**src/hw/rtl/qte_pkg.sv**
```systemverilog
// Shared constants, tables and payload types for the quaternion to Euler angle converter
package qte_pkg;

	localparam int CORDIC_STAGES = 16;
	localparam int ATAN_LEN = 24;
	localparam int ZW = 34;
	localparam int SQRT_STEPS = 29;
	localparam int CORDIC_LAT = CORDIC_STAGES + 1;
	localparam int PITCH_PRE = 4 + SQRT_STEPS;
	localparam int ROLL_DELAY = PITCH_PRE - 2;
	localparam int S28_DELAY = SQRT_STEPS + 1;
	localparam int SCALE_LAT = 3;
	localparam int TOTAL_LAT = PITCH_PRE + CORDIC_LAT + SCALE_LAT;

	localparam logic signed [63:0] ONE_Q56 = 64'sh0100_0000_0000_0000;
	localparam logic signed [ZW-1:0] HALF_PI_Q30 = 34'sd1686629713;
	localparam logic [15:0] SCALE_NUM = 16'd36672;
	localparam logic [49:0] SCALE_HALF = 50'd2684354560;
	localparam logic [21:0] RECIP_5 = 22'd3355443;

	localparam logic [31:0] ATAN_Q30 [ATAN_LEN] = '{
		32'h3243F6A8, 32'h1DAC6705, 32'h0FADBAFC, 32'h07F56EA6, 32'h03FEAB76, 32'h01FFD55B,
		32'h00FFFAAA, 32'h007FFF55, 32'h003FFFEA, 32'h001FFFFD, 32'h000FFFFF, 32'h0007FFFF,
		32'h0003FFFF, 32'h0001FFFF, 32'h0000FFFF, 32'h00007FFF, 32'h00003FFF, 32'h00001FFF,
		32'h00000FFF, 32'h000007FF, 32'h000003FF, 32'h000001FF, 32'h000000FF, 32'h0000007F
	};

	typedef struct packed {
		logic signed [31:0] quat_w;
		logic signed [31:0] quat_x;
		logic signed [31:0] quat_y;
		logic signed [31:0] quat_z;
		logic               quat_present;
	} quat_t;

	typedef struct packed {
		logic signed [14:0] pitch_angle;
		logic signed [15:0] roll_angle;
		logic signed [15:0] yaw_angle;
	} angles_t;

endpackage

```
**src/hw/rtl/qte_sqrt.sv**
```systemverilog
// Pipelined integer square root, one result bit per stage
module qte_sqrt (
	input  logic        clk,
	input  logic        en,
	input  logic [56:0] v_in,
	output logic [28:0] root
);

	logic [57:0] rem_s [qte_pkg::SQRT_STEPS+1];
	logic [57:0] res_s [qte_pkg::SQRT_STEPS+1];

	assign rem_s[0] = {1'b0, v_in};
	assign res_s[0] = '0;

	for (genvar k = 0; k < qte_pkg::SQRT_STEPS; k++) begin : g_step
		localparam logic [57:0] BIT = 58'(1) << (56 - 2 * k);
		logic [57:0] sum;
		assign sum = res_s[k] + BIT;
		always_ff @(posedge clk) begin
			if (en) begin
				if (rem_s[k] >= sum) begin
					rem_s[k+1] <= rem_s[k] - sum;
					res_s[k+1] <= (res_s[k] >> 1) + BIT;
				end else begin
					rem_s[k+1] <= rem_s[k];
					res_s[k+1] <= res_s[k] >> 1;
				end
			end
		end
	end

	assign root = res_s[qte_pkg::SQRT_STEPS][28:0];

endmodule

```
**config.mk**
```make
export PLATFORM = sky130hd
export DESIGN_NAME = qte_sqrt
export DESIGN_NICKNAME = d
export VERILOG_FILES = /design/src/hw/rtl/qte_pkg.sv /design/src/hw/rtl/qte_sqrt.sv
export SDC_FILE = /design/constraint.sdc
export NUM_CORES = 2
export LEC_CHECK = 0
export ABC_AREA = 0
export BUFFER_PORTS_ARGS = -buffer_cell sky130_fd_sc_hd__buf_2
export CORE_ASPECT_RATIO = 1.75
export CORE_MARGIN = 1
export CORE_UTILIZATION = 55
export DETAILED_ROUTE_END_ITERATION = 10
export PLACE_DENSITY = 0.71
export SLEW_MARGIN = 20
export SYNTH_ARGS = -nofsm -noshare
export SYNTH_HDL_FRONTEND = slang
export SYNTH_SLANG_ARGS = --single-unit
export TNS_END_PERCENT = 1
```
**constraint.sdc**
```tcl
create_clock -name clk -period 3.5 [get_ports clk]
set_input_delay 0.175 -clock clk [delete_from_list [all_inputs] [get_ports clk]]
set_output_delay 0.175 -clock clk [all_outputs]
set_load 0.02 [all_outputs]
```
* Word level (Yosys, flattened, before mapping) *
Index checks and enable logic that the tools add are counted.

word-level totals
  bits in registers = 3277
  input port bits = 59
  output and inout port bits = 29
  word-level logic and storage cells = 255

operators by class
  add/subtract/negate cells = 84
  $lt $le $gt $ge = 29
  mux-type cells = 57

operator list
  kind                    number
  $mux 57                 29
  $ge 58x58->1            28
  $mux 58                 27
  $sub 58x58->58          27
  $add 57x11->58 const B  1
  $add 57x13->58 const B  1
  $add 57x15->58 const B  1
  $add 57x17->58 const B  1
  $add 57x19->58 const B  1
  $add 57x21->58 const B  1
  $add 57x23->58 const B  1
  $add 57x25->58 const B  1
  $add 57x27->58 const B  1
  $add 57x29->58 const B  1
  $add 57x3->58 const B   1
  $add 57x31->58 const B  1
  $add 57x33->58 const B  1
  $add 57x35->58 const B  1
  $add 57x37->58 const B  1
  $add 57x39->58 const B  1
  $add 57x41->58 const B  1
  $add 57x43->58 const B  1
  $add 57x45->58 const B  1
  $add 57x47->58 const B  1
  other kinds (39)        39

* Longest topological paths before layout *
  depth in word-level cells = 3
  gate-level depth with buffers = 15
  depth with buffers taken out = 13

* Worst setup path after synthesis *
OpenSTA, ideal clock, no wires.

  kind = register to register
  start point = reg rem_s[180] in the netlist's numbering
  end point = reg rem_s[162] in the netlist's numbering (data pin)
  setup time = 258 ps
  data arrival time = 3227 ps
  data required time = 3242 ps
  slack = 16 ps
  cell stages (with the launch flop) = 12
  path buffers = 0
  period minus slack after synthesis = 3484 ps
  cell sequence = edfxtp_1 -> ha_1 -> nor2b_1 -> o31a_1 -> o31ai_1 -> a21oi_1 -> a31o_2 -> a21o_1 -> a2111o_1 -> or3_1 -> or3_1 -> xnor2_1

on the way
  longest elaborated chain between the ends = 2
  elaborated cells between the ends (all ways) = 3
  classes of those cells = 1 x add/sub; 1 x order compare; 1 x mux

ends and longest elaborated chain
  element                                         RTL line                        text
  start: declaration                              qte_sqrt.sv:9                   logic [57:0] rem_s [qte_pkg::SQRT_STEPS+1];
  start signal: indexed assignment                qte_sqrt.sv:22                  rem_s[k+1] <= rem_s[k] - sum;
  start signal: indexed assignment                qte_sqrt.sv:25                  rem_s[k+1] <= rem_s[k];
  $sub 58x58->58 or $ge 58x58->1 (tied branches)  qte_sqrt.sv:22, qte_sqrt.sv:21
  $mux 58 *                                       qte_sqrt.sv:21                  if (rem_s[k] >= sum) begin

Every way passes the cells marked *; elsewhere a longest branch is shown, timed or not.
A chain may end at the register's enable or synchronous reset.

* Worst setup path in the final report *
Same ends and word-level chain as after synthesis.

==> flow_metrics.env <==
export IMPL_power_per_cell_area_nw_per_um2=613
export IMPL_io_pins=88
export IMPL_clock_latency_ps=890
export IMPL_grt_pass1_vias=71400
export IMPL_dpl_cell_area_um2=109000
export IMPL_crit_required_ps=4070
export IMPL_cap_viol_max_count=0
export IMPL_layout_drive_gt1_share=0.195
export IMPL_grt_max_degree=126
export IMPL_min_period_ps=3720
export IMPL_nets=9461
export IMPL_power_frac_comb=0.258
export IMPL_core_area_um2=177000
export IMPL_postSynthAreaPerCell_um2=12.7
export IMPL_ys_warn_count=0
export IMPL_place_gp_congestion=1.00
export IMPL_drt_iter0_markers=3809
export IMPL_leakage_uw=0.0456
export IMPL_cts_buffers=191
export IMPL_cts_tree="built"
export IMPL_clockBufferDepth=4
export IMPL_postLayoutCellArea_um2=118000
export IMPL_dieArea_um2=180000
export IMPL_net_switching_power_uw=21500
export IMPL_whs_path_depth=2
export IMPL_worstSetupEndpointType="register"
export IMPL_yosysUniqueCellTypes=92
export IMPL_finalClockSkew_ps=87.5
export IMPL_holdWs_ps=32.0
export IMPL_synth_edf_count=2059
export IMPL_internal_power_uw=50700
export IMPL_vias=66600
export IMPL_hold_viol_final=0
export IMPL_crit_fanout=3
export IMPL_io_buffer_count=87
export IMPL_ir_worst_vdd_uv=645
export IMPL_start_util=0.554
export IMPL_startpoint_type="register"
export IMPL_cts_htree_levels=4
export IMPL_setup_tns_final_ps=-1170
export IMPL_synth_seq_area_share=0.632
export IMPL_clock_root_buffer="clkbuf_16"
export IMPL_hp_start="v_in[54]"
export IMPL_antenna_found_initial=6
export IMPL_drc_errors=0
export IMPL_die_x_um=321
export IMPL_wirelength_um=267000
export IMPL_final_common_cell="edfxtp_1"
export IMPL_critical_path_arrival_ps=4280
export IMPL_fp_row_count=204
export IMPL_worstMarginPinSlew_ps=1000
export IMPL_reg2reg_slack_ps=-220
export IMPL_hp_class="input port to register"
export IMPL_status="finished with violations"
export IMPL_gr_total_overflow=0
export IMPL_synthCells=7687
export IMPL_post_dp_hpwl_um=203000
export IMPL_slew_viol_final=0
export IMPL_synthToLayoutAreaGrowth_pct=20.5
export IMPL_path_clk_slew_ps=70
export IMPL_clock_fmax_ghz=0.269
export IMPL_async_reset_ff_frac=0
export IMPL_synth_seq_cells=2059
export IMPL_utilization=0.667
export IMPL_wire_per_inst_um=23.3
export IMPL_worstSetupPathType="register to register"
export IMPL_cp_endpoint="rem_s[162]"
export IMPL_clock_sinks=2059
export IMPL_seq_power_share=0.461
export IMPL_fin_crit_sh=1.06
export IMPL_violations="setup timing"
export IMPL_rsz0062_at_grt="true"
export IMPL_ant_nets=0
export IMPL_track_usage=0.295
export IMPL_crit_start="rem_s[180]"
export IMPL_relSlewSlack=0.324
export IMPL_final_setup_viol_count=30
export IMPL_p_clk_frac=0.281
export IMPL_grt_first_pass_wirelength_um=396000
export IMPL_dp_slack_ps=-875
export IMPL_ys_flop_type="edfxtp_1"
export IMPL_drt_pass1_iter_count=5
export IMPL_reg2regPathDepth=12
export IMPL_worst_slack_ps=-216
export IMPL_die_y_um=560
export IMPL_final_cell_mix="edfxtp_1 (2,059), buf_4 (945), inv_1 (548), nor2_1 (506), a21oi_1 (490)"
export IMPL_r2r_start="rem_s[180]"
export IMPL_via_per_inst=5.82
export IMPL_netlist_area_um2=97800
export IMPL_power_share_switching=0.298
export IMPL_r2r_end="rem_s[162]"
how the worst min path moves through the flow:
stage / to / slack, ps
CTS: rem_s[1648] / 2
floorplan: rem_s[1624] / 270
global placement: rem_s[1662] / 350
global route: rem_s[1678] / 20
finish: rem_s[1678] / 30
detailed placement: rem_s[1656] / 350
worst max-delay path: stages (launching register included):
cell,delay (ps)
edfxtp_1,390
ha_1,320
nor2b_1,140
o31a_1,280
o31ai_2,200
buf_4,180
a21oi_4,80
a31o_4,280
a21o_1,210
a2111o_1,470
or3_4,400
or3_1,330
xnor2_1,130
final cells by class:
type / count / area, um^2
diodes: 10 / 25.0
clock buffers: 237 / 4970
clock inverters: 95 / 905
fillers: 12600 / 58800
inverters: 556 / 2090
multi-input cells: 4931 / 35400
flip-flops and latches: 2059 / 61800
well taps: 2369 / 2960
repair buffers: 1203 / 9680
state kept, by name (all words and copies together) (netlist names):
name	cells
rem_s	1624
res_s	406
root	29
synthesized netlist by cell type, types with 11 or more instances:
cell type,count,area share
or2_2,35,0.0022
edfxtp_1,2059,0.63
o2111ai_1,15,0.0013
a211o_1,16,0.0014
inv_1,556,0.021
nor3b_1,15,0.0012
xnor2_1,399,0.036
o21bai_1,28,0.0021
mux2_2,60,0.0069
nand4b_1,17,0.0015
nor2_1,521,0.020
or4_1,56,0.0043
and2_1,26,0.0017
and4_1,11,0.00098
clkbuf_1,120,0.0046
nor3_1,226,0.012
a21o_1,180,0.014
nand2b_1,99,0.0063
nand3b_1,30,0.0023
nand4_1,118,0.0075
nand2_1,441,0.017
ha_1,460,0.059
buf_2,11,0.00056
xor2_1,325,0.029
a21oi_1,512,0.026
and3_1,28,0.0018
nand3_1,134,0.0069
o21ai_0,320,0.016
nor4_1,263,0.017
nor2b_1,72,0.0046
a31oi_1,39,0.0025
a21boi_0,18,0.0014
o211ai_1,24,0.0018
or3_1,84,0.0054
a211oi_1,38,0.0029
o21a_1,88,0.0068
nor4b_1,26,0.0023
o31ai_1,26,0.0020
o22ai_1,11,0.00070
power groups by stage:
stage / combinational (uW) / clock, uW / sequential [uW]
global placement: 17100 / 0 / 33500
CTS: 18100 / 20400 / 33200
global route: 20100 / 21300 / 33500
floorplan: 10200 / 0 / 33000
finish: 18700 / 20300 / 33300
detailed placement: 17500 / 0 / 33600
metrics by stage:
stage	power (uW)	std cells
after floorplan	43300	7688
after global placement	50600	11000
after detailed placement	51200	11000
after CTS	71700	11400
after global routing	74900	11500
final	72200	11500
kinds of logic after synthesis:
| logic type | after synthesis | synth area share |
|---|---|---|
| other | 1 | 0.0000383 |
| xor gates and xnor gates | 724 | 0.0648 |
| adders and majority gates | 460 | 0.0588 |
| muxes | 72 | 0.00829 |
| and+or+nand+nor | 2254 | 0.120 |
| DFF | 2059 | 0.632 |
| buffers and inverters | 698 | 0.0272 |
| AOI/OAI and AO/OA | 1419 | 0.0894 |
repair_timing:
| item | in CTS | in global routing |
|---|---|---|
| buffers inserted | 10 | 5 |
| pin swaps | 41 | 44 |
| setup endpoints to repair | 463 | 405 |
| hold buffers | 110 | 0 |
| hold endpoints to repair | 114 | 0 |
| resized for setup | 218 | 189 |
metal layers:
| layer | GRT usage | part of all wire |
|---|---|---|
| met5 | 0 | 0 |
| met4 | 0.290 | 0.11 |
| met3 | 0.0321 | 0.028 |
| met2 | 0.628 | 0.60 |
| met1 | 0.201 | 0.26 |
No activity file was read; power rests on OpenSTA's default activity.
